--- src/rtl/bus_slave_frame_responder_unit_defines.svh ---
// Assertion macros for the bus slave frame responder RTL.
`ifndef BUS_SLAVE_FRAME_RESPONDER_UNIT_DEFINES_SVH
`define BUS_SLAVE_FRAME_RESPONDER_UNIT_DEFINES_SVH
`ifndef SYNTHESIS
// Condition implies a consequence in the next cycle.
`define BSFR_ASSERT_NEXT(lbl, a, b, msg) \
  lbl: assert property (@(posedge clk) disable iff (!rst_n) (a) |=> (b)) else $error(msg);
// Condition implies a consequence in the same cycle.
`define BSFR_ASSERT_NOW(lbl, a, b, msg) \
  lbl: assert property (@(posedge clk) disable iff (!rst_n) (a) |-> (b)) else $error(msg);
`else
`define BSFR_ASSERT_NEXT(lbl, a, b, msg)
`define BSFR_ASSERT_NOW(lbl, a, b, msg)
`endif
`endif

--- src/rtl/bsfr_pkg.sv ---
// Shared constants, types and the CRC function of the bus slave frame responder.
`default_nettype none
package bsfr_pkg;
  localparam int FRAME_BYTES = 64;
  localparam int LEN_W = $clog2(FRAME_BYTES + 1);
  localparam int ADDR_W = $clog2(FRAME_BYTES);

  localparam logic [7:0] FN_WRITE = 8'h10;
  localparam logic [7:0] FN_RW = 8'h17;
  localparam logic [8:0] HDR16 = 9'd7;
  localparam logic [8:0] HDR23 = 9'd11;

  localparam logic [0:0] CFG_OWN_ADDR = 1'b0;
  localparam logic [0:0] CFG_GAP = 1'b1;

  localparam logic [2:0] ST_BYTE = 3'd0;
  localparam logic [2:0] ST_BCAST_OK = 3'd1;
  localparam logic [2:0] ST_BAD_CRC = 3'd2;
  localparam logic [2:0] ST_BAD_FN = 3'd3;
  localparam logic [2:0] ST_UNSUPP = 3'd4;
  localparam logic [2:0] ST_NOT_ADDR = 3'd5;
  localparam logic [2:0] ST_OVERFLOW = 3'd6;

  // Controller to datapath
  typedef struct packed {
    logic accept;
    logic scan_go;
    logic decide;
    logic reply_go;
    logic crc_lo;
    logic crc_hi;
  } bsfr_cmd_t;

  // Datapath to controller
  typedef struct packed {
    logic frame_end;
    logic scan_done;
    logic is_reply;
    logic reply_last;
  } bsfr_sts_t;

  // CRC-16/MODBUS update by one byte
  function automatic logic [15:0] crc_byte(input logic [15:0] c_in, input logic [7:0] d);
    logic [15:0] c;
    c = c_in ^ {8'h00, d};
    for (int b = 0; b < 8; b++) begin
      if (c[0]) c = (c >> 1) ^ 16'hA001;
      else c = c >> 1;
    end
    return c;
  endfunction
endpackage
`default_nettype wire

--- src/rtl/bsfr_ctrl.sv ---
// Controller state machine of the bus slave frame responder.
`default_nettype none
`include "bus_slave_frame_responder_unit_defines.svh"
module bsfr_ctrl import bsfr_pkg::*; (
  input  logic      clk,
  input  logic      rst_n,
  input  logic      start,
  output logic      busy,
  output bsfr_cmd_t cmd,
  input  bsfr_sts_t sts
);
  typedef enum logic [5:0] {
    S_IDLE   = 6'b000001,
    S_SCAN   = 6'b000010,
    S_DECIDE = 6'b000100,
    S_REPLY  = 6'b001000,
    S_CRCLO  = 6'b010000,
    S_CRCHI  = 6'b100000
  } state_t;

  state_t state_r, state_nxt;

  // Next state
  always_comb begin
    state_nxt = state_r;
    case (state_r)
      S_IDLE:   if (sts.frame_end) state_nxt = S_SCAN;
      S_SCAN:   if (sts.scan_done) state_nxt = S_DECIDE;
      S_DECIDE: state_nxt = sts.is_reply ? S_REPLY : S_IDLE;
      S_REPLY:  if (sts.reply_last) state_nxt = S_CRCLO;
      S_CRCLO:  state_nxt = S_CRCHI;
      S_CRCHI:  state_nxt = S_IDLE;
      default:  state_nxt = S_IDLE;
    endcase
  end

  always_ff @(posedge clk) begin
    if (!rst_n) state_r <= S_IDLE;
    else state_r <= state_nxt;
  end

  // Commands
  assign busy = (state_r != S_IDLE);
  assign cmd.accept = start && (state_r == S_IDLE);
  assign cmd.scan_go = (state_r == S_SCAN);
  assign cmd.decide = (state_r == S_DECIDE);
  assign cmd.reply_go = (state_r == S_REPLY);
  assign cmd.crc_lo = (state_r == S_CRCLO);
  assign cmd.crc_hi = (state_r == S_CRCHI);

  `BSFR_ASSERT_NEXT(a_scan_to_decide, (state_r == S_SCAN) && sts.scan_done, state_r == S_DECIDE, "scan end lost")
  `BSFR_ASSERT_NEXT(a_crchi_to_idle, state_r == S_CRCHI, state_r == S_IDLE, "reply did not end")
  `BSFR_ASSERT_NEXT(a_status_to_idle, (state_r == S_DECIDE) && !sts.is_reply, state_r == S_IDLE, "status frame did not end")
endmodule
`default_nettype wire

--- src/rtl/bsfr_dp.sv ---
// Datapath of the bus slave frame responder: frame store, CRC and reply.
`default_nettype none
module bsfr_dp import bsfr_pkg::*; (
  input  logic       clk,
  input  logic       rst_n,
  input  bsfr_cmd_t  cmd,
  output bsfr_sts_t  sts,
  input  logic       in_kind,
  input  logic [7:0] in_rx_byte,
  input  logic       cfg_valid,
  output logic       cfg_ready,
  input  logic [0:0] cfg_index,
  input  logic [15:0] cfg_data,
  output logic       out_strobe,
  output logic [2:0] out_status,
  output logic [7:0] out_tx_byte,
  output logic       out_last
);
  logic [7:0] mem [FRAME_BYTES];
  logic [LEN_W-1:0] len_r, rd_cnt_r, pi_r;
  logic [15:0] idle_r, gap_r, crc_r, rcrc_r;
  logic [7:0] own_r, rd_data_r, rxlo_r, rxhi_r;
  logic [7:0] hdr_r [13];
  logic pv_r, rtype_r;
  logic [4:0] rp_idx_r;
  logic out_valid_r, out_last_r;
  logic [2:0] out_status_r;
  logic [7:0] out_tx_r;

  logic is_byte, is_tick, full;
  logic [8:0] hdrlen, need, len9, pi9;
  logic [7:0] bc, msg;
  logic crc_good, w_bcast, w_scan, w_cmd, reply_sel, reply_typ;
  logic [2:0] dec_status;

  assign cfg_ready = 1'b1;
  assign is_byte = cmd.accept && !in_kind;
  assign is_tick = cmd.accept && in_kind;
  assign full = (len_r >= LEN_W'(FRAME_BYTES));

  // Frame header fields
  assign hdrlen = (hdr_r[1] == FN_WRITE) ? HDR16 : HDR23;
  assign bc = (hdr_r[1] == FN_WRITE) ? hdr_r[6] : hdr_r[10];
  assign need = hdrlen + {1'b0, bc};
  assign len9 = 9'(len_r);
  assign pi9 = 9'(pi_r);

  assign sts.frame_end = is_tick && (len_r != '0) && (idle_r >= gap_r);
  assign sts.scan_done = cmd.scan_go && (rd_cnt_r >= len_r) && !pv_r;

  // Classify the finished frame
  assign crc_good = (len9 >= need + 9'd2) && (crc_r == {rxhi_r, rxlo_r});
  assign w_bcast = (hdr_r[0] == 8'h00) && ({hdr_r[2], hdr_r[3]} == 16'h9d31) &&
                   ({hdr_r[4], hdr_r[5]} == 16'h0009) && (bc == 8'd18);
  assign w_scan = ({hdr_r[2], hdr_r[3]} == 16'h9cb9) && ({hdr_r[4], hdr_r[5]} == 16'h0005) &&
                  ({hdr_r[6], hdr_r[7]} == 16'h9c41) && ({hdr_r[8], hdr_r[9]} == 16'h0003) &&
                  (bc == 8'd6);
  assign w_cmd = ({hdr_r[2], hdr_r[3]} == 16'h9cb9) && ({hdr_r[4], hdr_r[5]} == 16'h0008) &&
                 ({hdr_r[6], hdr_r[7]} == 16'h9c41) && ({hdr_r[8], hdr_r[9]} == 16'h0002) &&
                 (bc == 8'd4);

  always_comb begin
    dec_status = ST_UNSUPP;
    reply_sel = 1'b0;
    reply_typ = 1'b0;
    if (len9 < 9'd2) dec_status = ST_BAD_FN;
    else if (hdr_r[1] == FN_WRITE) begin
      if (len9 < HDR16 || !crc_good) dec_status = ST_BAD_CRC;
      else if (w_bcast) dec_status = ST_BCAST_OK;
      else dec_status = ST_UNSUPP;
    end else if (hdr_r[1] != FN_RW) dec_status = ST_BAD_FN;
    else if (hdr_r[0] != own_r) dec_status = ST_NOT_ADDR;
    else if (len9 < HDR23 || !crc_good) dec_status = ST_BAD_CRC;
    else if (w_scan) begin
      reply_sel = 1'b1;
      reply_typ = 1'b0;
    end else if (w_cmd) begin
      reply_sel = 1'b1;
      reply_typ = 1'b1;
    end else dec_status = ST_UNSUPP;
  end
  assign sts.is_reply = reply_sel;
  assign sts.reply_last = (rp_idx_r == (rtype_r ? 5'd18 : 5'd12));

  // Reply byte for the current index
  always_comb begin
    msg = 8'h00;
    case (rp_idx_r)
      5'd0: msg = hdr_r[0];
      5'd1: msg = FN_RW;
      5'd2: msg = rtype_r ? 8'd16 : 8'd10;
      5'd3: msg = hdr_r[11];
      5'd5: msg = hdr_r[12];
      5'd6: msg = rtype_r ? 8'h01 : 8'h05;
      5'd7: msg = rtype_r ? 8'h00 : 8'h04;
      5'd8: msg = rtype_r ? 8'h00 : 8'h30;
      5'd9: msg = rtype_r ? 8'h00 : 8'h10;
      5'd10: msg = rtype_r ? 8'h00 : 8'hff;
      5'd11: msg = rtype_r ? 8'h00 : 8'ha8;
      5'd12: msg = rtype_r ? 8'h00 : 8'h45;
      default: msg = 8'h00;
    endcase
  end

  // Frame store: write on bytes, registered read during the scan
  always_ff @(posedge clk) begin
    if (is_byte && !full) mem[len_r[ADDR_W-1:0]] <= in_rx_byte;
    if (cmd.scan_go && rd_cnt_r < len_r) rd_data_r <= mem[rd_cnt_r[ADDR_W-1:0]];
  end

  // Configuration registers
  always_ff @(posedge clk) begin
    if (!rst_n) begin
      own_r <= 8'd2;
      gap_r <= 16'd1000;
    end else if (cfg_valid) begin
      case (cfg_index)
        CFG_OWN_ADDR: own_r <= cfg_data[7:0];
        CFG_GAP: gap_r <= cfg_data;
        default: ;
      endcase
    end
  end

  // Frame length and idle count
  always_ff @(posedge clk) begin
    if (!rst_n) begin
      len_r <= '0;
      idle_r <= '0;
    end else if (is_byte) begin
      len_r <= full ? '0 : len_r + LEN_W'(1);
      idle_r <= '0;
    end else if (is_tick && len_r != '0 && idle_r < gap_r) begin
      idle_r <= idle_r + 16'd1;
    end else if (cmd.decide) begin
      len_r <= '0;
      idle_r <= '0;
    end
  end

  // Scan: walk the store, capture header and CRC bytes, check sum
  always_ff @(posedge clk) begin
    if (!rst_n) begin
      pv_r <= 1'b0;
      rd_cnt_r <= '0;
    end else if (sts.frame_end) begin
      pv_r <= 1'b0;
      rd_cnt_r <= '0;
    end else if (cmd.scan_go) begin
      pv_r <= (rd_cnt_r < len_r);
      if (rd_cnt_r < len_r) rd_cnt_r <= rd_cnt_r + LEN_W'(1);
    end
  end

  always_ff @(posedge clk) begin
    if (cmd.scan_go && rd_cnt_r < len_r) pi_r <= rd_cnt_r;
    if (sts.frame_end) crc_r <= 16'hFFFF;
    else if (cmd.scan_go && pv_r) begin
      for (int k = 0; k < 13; k++) begin
        if (pi9 == 9'(k)) hdr_r[k] <= rd_data_r;
      end
      if (pi9 < hdrlen || pi9 < need) crc_r <= crc_byte(crc_r, rd_data_r);
      if (pi9 >= hdrlen && pi9 == need) rxlo_r <= rd_data_r;
      if (pi9 >= hdrlen && pi9 == need + 9'd1) rxhi_r <= rd_data_r;
    end
  end

  // Reply sequencing
  always_ff @(posedge clk) begin
    if (cmd.decide) begin
      rtype_r <= reply_typ;
      rp_idx_r <= '0;
      rcrc_r <= 16'hFFFF;
    end else if (cmd.reply_go) begin
      rp_idx_r <= rp_idx_r + 5'd1;
      rcrc_r <= crc_byte(rcrc_r, msg);
    end
  end

  // Result register: one cycle strobe per result
  always_ff @(posedge clk) begin
    if (!rst_n) out_valid_r <= 1'b0;
    else out_valid_r <= (is_byte && full) || (cmd.decide && !reply_sel) ||
                        cmd.reply_go || cmd.crc_lo || cmd.crc_hi;
    if (is_byte && full) begin
      out_status_r <= ST_OVERFLOW;
      out_tx_r <= 8'h00;
      out_last_r <= 1'b1;
    end else if (cmd.decide) begin
      out_status_r <= dec_status;
      out_tx_r <= 8'h00;
      out_last_r <= 1'b1;
    end else if (cmd.reply_go) begin
      out_status_r <= ST_BYTE;
      out_tx_r <= msg;
      out_last_r <= 1'b0;
    end else if (cmd.crc_lo) begin
      out_status_r <= ST_BYTE;
      out_tx_r <= rcrc_r[7:0];
      out_last_r <= 1'b0;
    end else if (cmd.crc_hi) begin
      out_status_r <= ST_BYTE;
      out_tx_r <= rcrc_r[15:8];
      out_last_r <= 1'b1;
    end else begin
      out_status_r <= ST_BYTE;
      out_tx_r <= 8'h00;
      out_last_r <= 1'b0;
    end
  end

  assign out_strobe = out_valid_r;
  assign out_status = out_status_r;
  assign out_tx_byte = out_tx_r;
  assign out_last = out_last_r;
endmodule
`default_nettype wire

--- src/rtl/bus_slave_frame_responder_unit.sv ---
// Top level of the bus slave frame responder.
//  channel | handshake                 | payload
//  input   | start high, busy low      | in_kind, in_rx_byte
//  result  | out_strobe, one cycle     | out_status, out_tx_byte, out_last
//  config  | cfg_valid and cfg_ready   | cfg_index, cfg_data
// A byte or a tick before the gap is taken while busy stays low.
// A frame-end tick walks the frame store one byte a cycle through the single
// read port, then a decode step, then up to 21 reply bytes one a cycle.
// Results are registered and appear in the cycle after the step that makes them; the receiver cannot stall.
// rst_n is synchronous, active low; the frame store has no reset.
`default_nettype none
module bus_slave_frame_responder_unit import bsfr_pkg::*; (
  input  logic        clk,
  input  logic        rst_n,
  input  logic        start,
  output logic        busy,
  input  logic        in_kind,
  input  logic [7:0]  in_rx_byte,
  input  logic        cfg_valid,
  output logic        cfg_ready,
  input  logic [0:0]  cfg_index,
  input  logic [15:0] cfg_data,
  output logic        out_strobe,
  output logic [2:0]  out_status,
  output logic [7:0]  out_tx_byte,
  output logic        out_last
);
  bsfr_cmd_t cmd;
  bsfr_sts_t sts;

  bsfr_ctrl u_ctrl (
    .clk(clk), .rst_n(rst_n), .start(start), .busy(busy), .cmd(cmd), .sts(sts)
  );

  bsfr_dp u_dp (
    .clk(clk), .rst_n(rst_n), .cmd(cmd), .sts(sts),
    .in_kind(in_kind), .in_rx_byte(in_rx_byte),
    .cfg_valid(cfg_valid), .cfg_ready(cfg_ready), .cfg_index(cfg_index),
    .cfg_data(cfg_data),
    .out_strobe(out_strobe), .out_status(out_status), .out_tx_byte(out_tx_byte),
    .out_last(out_last)
  );
endmodule
`default_nettype wire

--- config.mk ---
export PLATFORM = sky130hd
export DESIGN_NAME = bus_slave_frame_responder_unit
export DESIGN_NICKNAME = d
export VERILOG_FILES = /design/src/rtl/bsfr_pkg.sv /design/src/rtl/bsfr_ctrl.sv /design/src/rtl/bsfr_dp.sv /design/src/rtl/bus_slave_frame_responder_unit.sv
export VERILOG_INCLUDE_DIRS = /design/src /design/src/rtl
export SDC_FILE = /design/constraint.sdc
export NUM_CORES = 1
export LEC_CHECK = 0
export ABC_CLOCK_PERIOD_IN_PS = 12380
export BUFFER_PORTS_ARGS = -buffer_cell sky130_fd_sc_hd__buf_2
export CORE_ASPECT_RATIO = 0.75
export CORE_MARGIN = 2
export CORE_UTILIZATION = 35
export CTS_CLUSTER_SIZE = 12
export DETAILED_ROUTE_END_ITERATION = 6
export REMOVE_ABC_BUFFERS = 1
export SETUP_SLACK_MARGIN = 0.3
export SYNTH_ARGS = -nofsm -noshare
export SYNTH_HDL_FRONTEND = slang
export SYNTH_HIERARCHICAL = 1
export SYNTH_SLANG_ARGS = --single-unit
--- constraint.sdc ---
create_clock -name clk -period 12.38 [get_ports clk]
set_input_delay 3.095 -clock clk [delete_from_list [all_inputs] [get_ports clk]]
set_output_delay 3.095 -clock clk [all_outputs]
set_load 0.01 [all_outputs]
==> impl_metrics.ini, run 1 <==
[status]
outcome = completed

[drt]
dr.pass1.iters = 6
vias = 17900
drc = 0
drtIter0Drc = 2485
ant_nets = 0
routed_wl_um = 79800
wl_per_cell_um = 24.5
vias_per_cell = 5.51

[die]
core_region_area_sq_um = 89500
ios = 45
die_w_um = 351
die_height_um = 264
row_count = 95
floorplan.initialDensity = 0.353
die_area_sq_um = 92700

[clock_network]
h-tree-depth = 3
worst_skew_pair.late_latency_ps = 630
clkSinkCount = 759
post_cts_buffers = 0
cts_max_path_buffers = 3
cts_tree = yes
cts_hold_buf = 0
cts_buffers = 77
clk_pin_slew_ps = 60
clock-root-buffer = clkbuf_16
postCtsResizedCells = 0

[logic_synthesis]
synth_top_area_share = 0.616
synth_cell_types = 82
ys_warn_count = 6
netlist_area_sq_um = 31600
synth_cells = 1941
ys_top_cells_by_area = edfxtp_1 (62%), mux4_2 (12%), dfxtp_1 (7.0%)
synthTopCellsByCount = edfxtp_1 (648), mux4_2 (168), nor2_1 (138)
synth_largest_area_cell = edfxtp_1
ys_seq_area_frac = 0.686
synth-edff-count = 648
yosys_register_bits = 759
async_reset_ff_frac = 0
yosys.cell_count.top_type = edfxtp_1
synth_ff_type = edfxtp_1
syn_avg_cell_area_sq_um = 16.3

[timing]
setup-violations-final = 0
post-route-min-period_ps = 5490
fmax_ghz = 0.182
hold_ws_ps = 460
finalMaxSlewViolations = 0
maxSlewHeadroom = 0.268
rsz0062_at_grt = no
hold_viol_final = 0
fin_worst_skew_ps = 31.3
tightest_slew_ps = 1100
finalCritPeriodShare = 0.443
fin_setup_tns_ps = 0
worst_slack_ps = 6890

[final_layout]
fill_cells = 8000
fin_area_sq_um = 35400
syn_to_final_growth_pct = 12.2
fin_cells = 3253
fin_util = 0.396
final_layout_size_suffix_gt1_frac = 0.180
final_nets = 2075

[global_routing]
overflow = 0
antenna_found_initial = 3
grtUsageTotal = 0.171
grt_max_degree = 80
grt_pass1_wl_um = 117000
grt_pass1_vias = 17400

[place]
place_inst = 3129
io_buffer_count = 43
dp_hpwl_um = 50400
place_congestion = 0.862
dpl-instance-area_sq_um = 33200
dp_slack_ps = 6340

[setup_path]
arrival_ps = 5740
required_ps = 12630
critPathTopFamily = simple AND/OR/NAND/NOR gates
worst_path_max_delay_cell = nor2_1
crit_top_cell = nor2_1
cp_num_buf_inv = 2
critPathMaxStageDelay_ps = 850
cp-end-kind = flip-flop
path_max_fanout = 8
critical_path_class = in -> reg
critPathLaunchType = primary input
crit_chain = buf_2 -> inv_1 -> nor2_1 -> nand2b_1 -> nor3_1 -> nand3_1 -> nor2_1

[flow_run]
cap_viol_max_count = 0

[pwr]
p_leak_nw = 11.1
vdd_drop_max_uv = 113
p_total_mw = 5.52
power.density_nw_per_um2 = 156

[worst_hold_path]
min_path_type = reg -> reg
-- state kept, by name, indices dropped and copies added (netlist names), 3 cells and up --
name	cells
u_dp/rxhi_r	8
u_dp/gap_r	16
u_dp/len_r	7
u_dp/idle_r	16
u_dp/rd_cnt_r	7
u_dp/out_status	3
u_dp/own_r	8
u_dp/crc_r	16
u_dp/hdr_r	104
u_ctrl/state_r	6
u_dp/rp_idx_r	5
u_dp/mem	512
u_dp/out_tx_byte	8
u_dp/pi_r	7
u_dp/rxlo_r	8
u_dp/rd_data_r	8
u_dp/rcrc_r	16
-- layout by cell type (no fill, tap or decap), types with 19 or more instances in the layout --
cell       instances
edfxtp_1         648
mux4_2           168
nor2_1           138
nand2_1          125
dfxtp_1          107
clkbuf_16         79
a21oi_1           61
xnor2_1           61
o21ai_0           58
inv_1             54
ha_1              49
nand3_1           48
buf_2             35
xor2_1            35
buf_4             32
nor4_1            28
nor3_1            26
clkbuf_1          24
nand4_1           19
-- tightest hold or removal path, delay by kind of cell, from the launching register on --
family / cells / cell delay, ps
compound gates: 1 / 50
flops: 1 / 310
simple gates: 1 / 50
-- area by class of cell --
cell class | count | area (sq um) | area share
sequential | 759 | 21700 | 0.612
clock inverter | 17 | 141 | 0.00399
clock buffer | 106 | 2110 | 0.0595
inverter | 58 | 219 | 0.00618
timing repair buffer | 67 | 415 | 0.0117
tap | 1212 | 1520 | 0.0428
antenna | 1 | 2.50 | 0.0000706
multi-input combinational | 1033 | 9330 | 0.263
-- logic make-up (layout without fill, tap and decap cells) --
group / count (synthesis) / after routing / synth area share
simple gates: 490 / 490 / 0.0787
fa+ha+maj: 49 / 49 / 0.0194
buf+inv: 149 / 248 / 0.0187
xor+xnor: 98 / 98 / 0.0280
other cells: 1 / 2 / 0.000119
mux: 188 / 188 / 0.127
compound gates: 207 / 207 / 0.0417
flops: 759 / 759 / 0.686
-- worst paths after layout --
kind / startpoint / endpoint / slack (ps) / cells past startpoint
max reg2reg: u_dp/hdr_r[0][15] / u_ctrl/state_r[0] / 7140 / 19
max: start / u_dp/mem[31][1] / 6890 / 7
min reg2reg: u_dp/gap_r[12] / u_dp/gap_r[12] / 460 / 2
min: u_dp/gap_r[12] / u_dp/gap_r[12] / 460 / 2
-- power by group --
| part | leakage [nW] | total, mW | internal, mW | switching (mW) |
|---|---|---|---|---|
| Clock | 1.09 | 2.15 | 1.21 | 0.946 |
| Combinational | 3.30 | 0.503 | 0.230 | 0.273 |
| Sequential | 6.73 | 2.86 | 2.82 | 0.0468 |
| Total | 11.1 | 5.52 | 4.25 | 1.27 |
-- per-layer routing --
metal | share of wire | up-vias | GRT usage
met5 | 0.00023 | - | 0
met3 | 0.10 | 121 | 0.0494
met1 | 0.45 | 9226 | 0.258
met2 | 0.43 | 890 | 0.240
met4 | 0.021 | 2 | 0.0409
li1 | - | 7701 | -
No activity file was read; power rests on OpenSTA's default activity.
==> run 2: changes to the inputs <==
--- a/config.mk
+++ b/config.mk
@@ -6,7 +6,7 @@
 export SDC_FILE = /design/constraint.sdc
 export NUM_CORES = 1
 export LEC_CHECK = 0
-export ABC_CLOCK_PERIOD_IN_PS = 12380
+export ABC_CLOCK_PERIOD_IN_PS = 5440
 export BUFFER_PORTS_ARGS = -buffer_cell sky130_fd_sc_hd__buf_2
 export CORE_ASPECT_RATIO = 0.75
 export CORE_MARGIN = 2
==> constraint.sdc (replaced) <==
create_clock -name clk -period 5.44 [get_ports clk]
set_input_delay 1.36 -clock clk [delete_from_list [all_inputs] [get_ports clk]]
set_output_delay 1.36 -clock clk [all_outputs]
set_load 0.01 [all_outputs]
==> run 2 against run 1 <==
Register-to-register slack worse by 6400 ps. Wire length is 7.9% lower. Sequential share of layout area is 0.22 points lower. Clock skew is 12 ps lower. Non-clock buffer count is 11 higher. Global-route usage is 1.2 points lower. Critical path type is now reg -> reg. Largest cell class unchanged.
==> impl_metrics.ini, run 2 (synthesis gave the netlist of run 1 again) <==
[clock_network]
h-tree-depth = 3
cts_max_path_buffers = 3
clock-root-buffer = clkbuf_16
clk_pin_slew_ps = 60
cts_buffers = 76
worst_skew_pair.late_latency_ps = 640
cts_tree = yes
postCtsResizedCells = 0
cts_hold_buf = 0
post_cts_buffers = 0
clkSinkCount = 759

[setup_path]
path_max_fanout = 9
critPathTopFamily = compound AO/OA/AOI/OAI gates
crit_chain = or4b_4 -> or3_1 -> buf_4 -> mux2i_4 -> ha_1 -> inv_1 -> ha_1 -> inv_1 -> a211o_2 -> xnor2_1 -> ha_1 -> o21ai_0 -> a21oi_1 -> o31ai_2 -> nor4_1 -> o2bb2ai_1 -> o41ai_1
required_ps = 5970
critPathLaunchType = flip-flop
critPathMaxStageDelay_ps = 550
cp-end-kind = flip-flop
arrival_ps = 5180
rrSetupSlack_ps = 790
crit_top_cell = ha_1
startpoint = u_dp/hdr_r[0][13]
cp_num_buf_inv = 3
critical_path_class = reg -> reg
r2r_start = u_dp/hdr_r[0][13]
worst_path_max_delay_cell = or4b_4

[timing]
maxSlewHeadroom = 0.196
fin_worst_skew_ps = 19.3
setup-violations-final = 0
finalCritPeriodShare = 0.855
tightest_slew_ps = 1210
finalMaxSlewViolations = 0
rsz0062_at_grt = no
post-route-min-period_ps = 4650
fin_setup_tns_ps = 0
fmax_ghz = 0.215
hold_viol_final = 0

[drt]
routed_wl_um = 73500
drtIter0Drc = 2012
vias_per_cell = 5.37
ant_nets = 0
wl_per_cell_um = 22.5
drc = 0
vias = 17500
dr.pass1.iters = 5

[die]
row_count = 95
die_w_um = 351
ios = 45
die_area_sq_um = 92700
die_height_um = 264
floorplan.initialDensity = 0.353
core_region_area_sq_um = 89500

[place]
dp_hpwl_um = 47000
place_inst = 3140
io_buffer_count = 43
place_congestion = 0.871

[pwr]
p_leak_nw = 11.2
power.density_nw_per_um2 = 352
vdd_drop_max_uv = 249
p_total_mw = 12.5

[worst_hold_path]
min-delay-start = u_dp/gap_r[12]
min_path_type = reg -> reg

[global_routing]
grtUsageTotal = 0.158
antenna_found_initial = 1
grt_pass1_wl_um = 111000
grt_max_degree = 72
grt_pass1_vias = 17200
overflow = 0

[status]
outcome = completed

[flow_run]
cap_viol_max_count = 0

[final_layout]
final_common_cell = edfxtp_1
most-common-layout-cells = edfxtp_1 (648), mux4_2 (168), nor2_1 (138)
fin_cells = 3264
final_layout_size_suffix_gt1_frac = 0.184
syn_to_final_growth_pct = 12.6
final_nets = 2085
largest_reg_flops = 512
run 2: worst paths after layout:
path,cells after the start,end
max,17,u_ctrl/state_r[0]
max reg2reg,17,u_ctrl/state_r[0]
min reg2reg,2,u_dp/gap_r[12]
min,2,u_dp/gap_r[12]
run 2: through the flow:
stage                     hold slack [ps]  area, sq um   util  worst slack, ps
after floorplan                       436        31200      -            -1860
after global placement                454        33300  0.372              739
after detailed placement              460        33300  0.372              604
after CTS                             472        35500  0.397              596
after global routing                  487        35600  0.397              456
final                                 475        35600  0.397              789
run 2: metal layers:
layer,part of all wire,global-route usage,vias up
met5,0.00018,0,-
met4,0.015,0.0318,2
met3,0.068,0.0292,95
met2,0.44,0.226,611
met1,0.48,0.251,9104
li1,-,-,7724
run 2: layout make-up:
class	instances	area, sq um
inverters	58	219
clock buffers	110	2090
clock inverters	13	173
flip-flops and latches	759	21700
diodes	1	2.50
multi-input cells	1033	9350
repair buffers	78	515
well taps	1212	1520
fillers	8073	54000
run 2: worst min-delay path, stage by stage, from the launching register on:
cell	delay, ps
dfxtp_1	320
nand2_1	50
a21oi_1	50
run 2: where the power goes:
part           switching [mW]  leakage (nW)  internal, mW  total [mW]
sequential             0.0998          6.73          6.41        6.51
clock                    2.14          1.08          2.72        4.87
combinational           0.610          3.35         0.524        1.13
total                    2.85          11.2          9.66        12.5
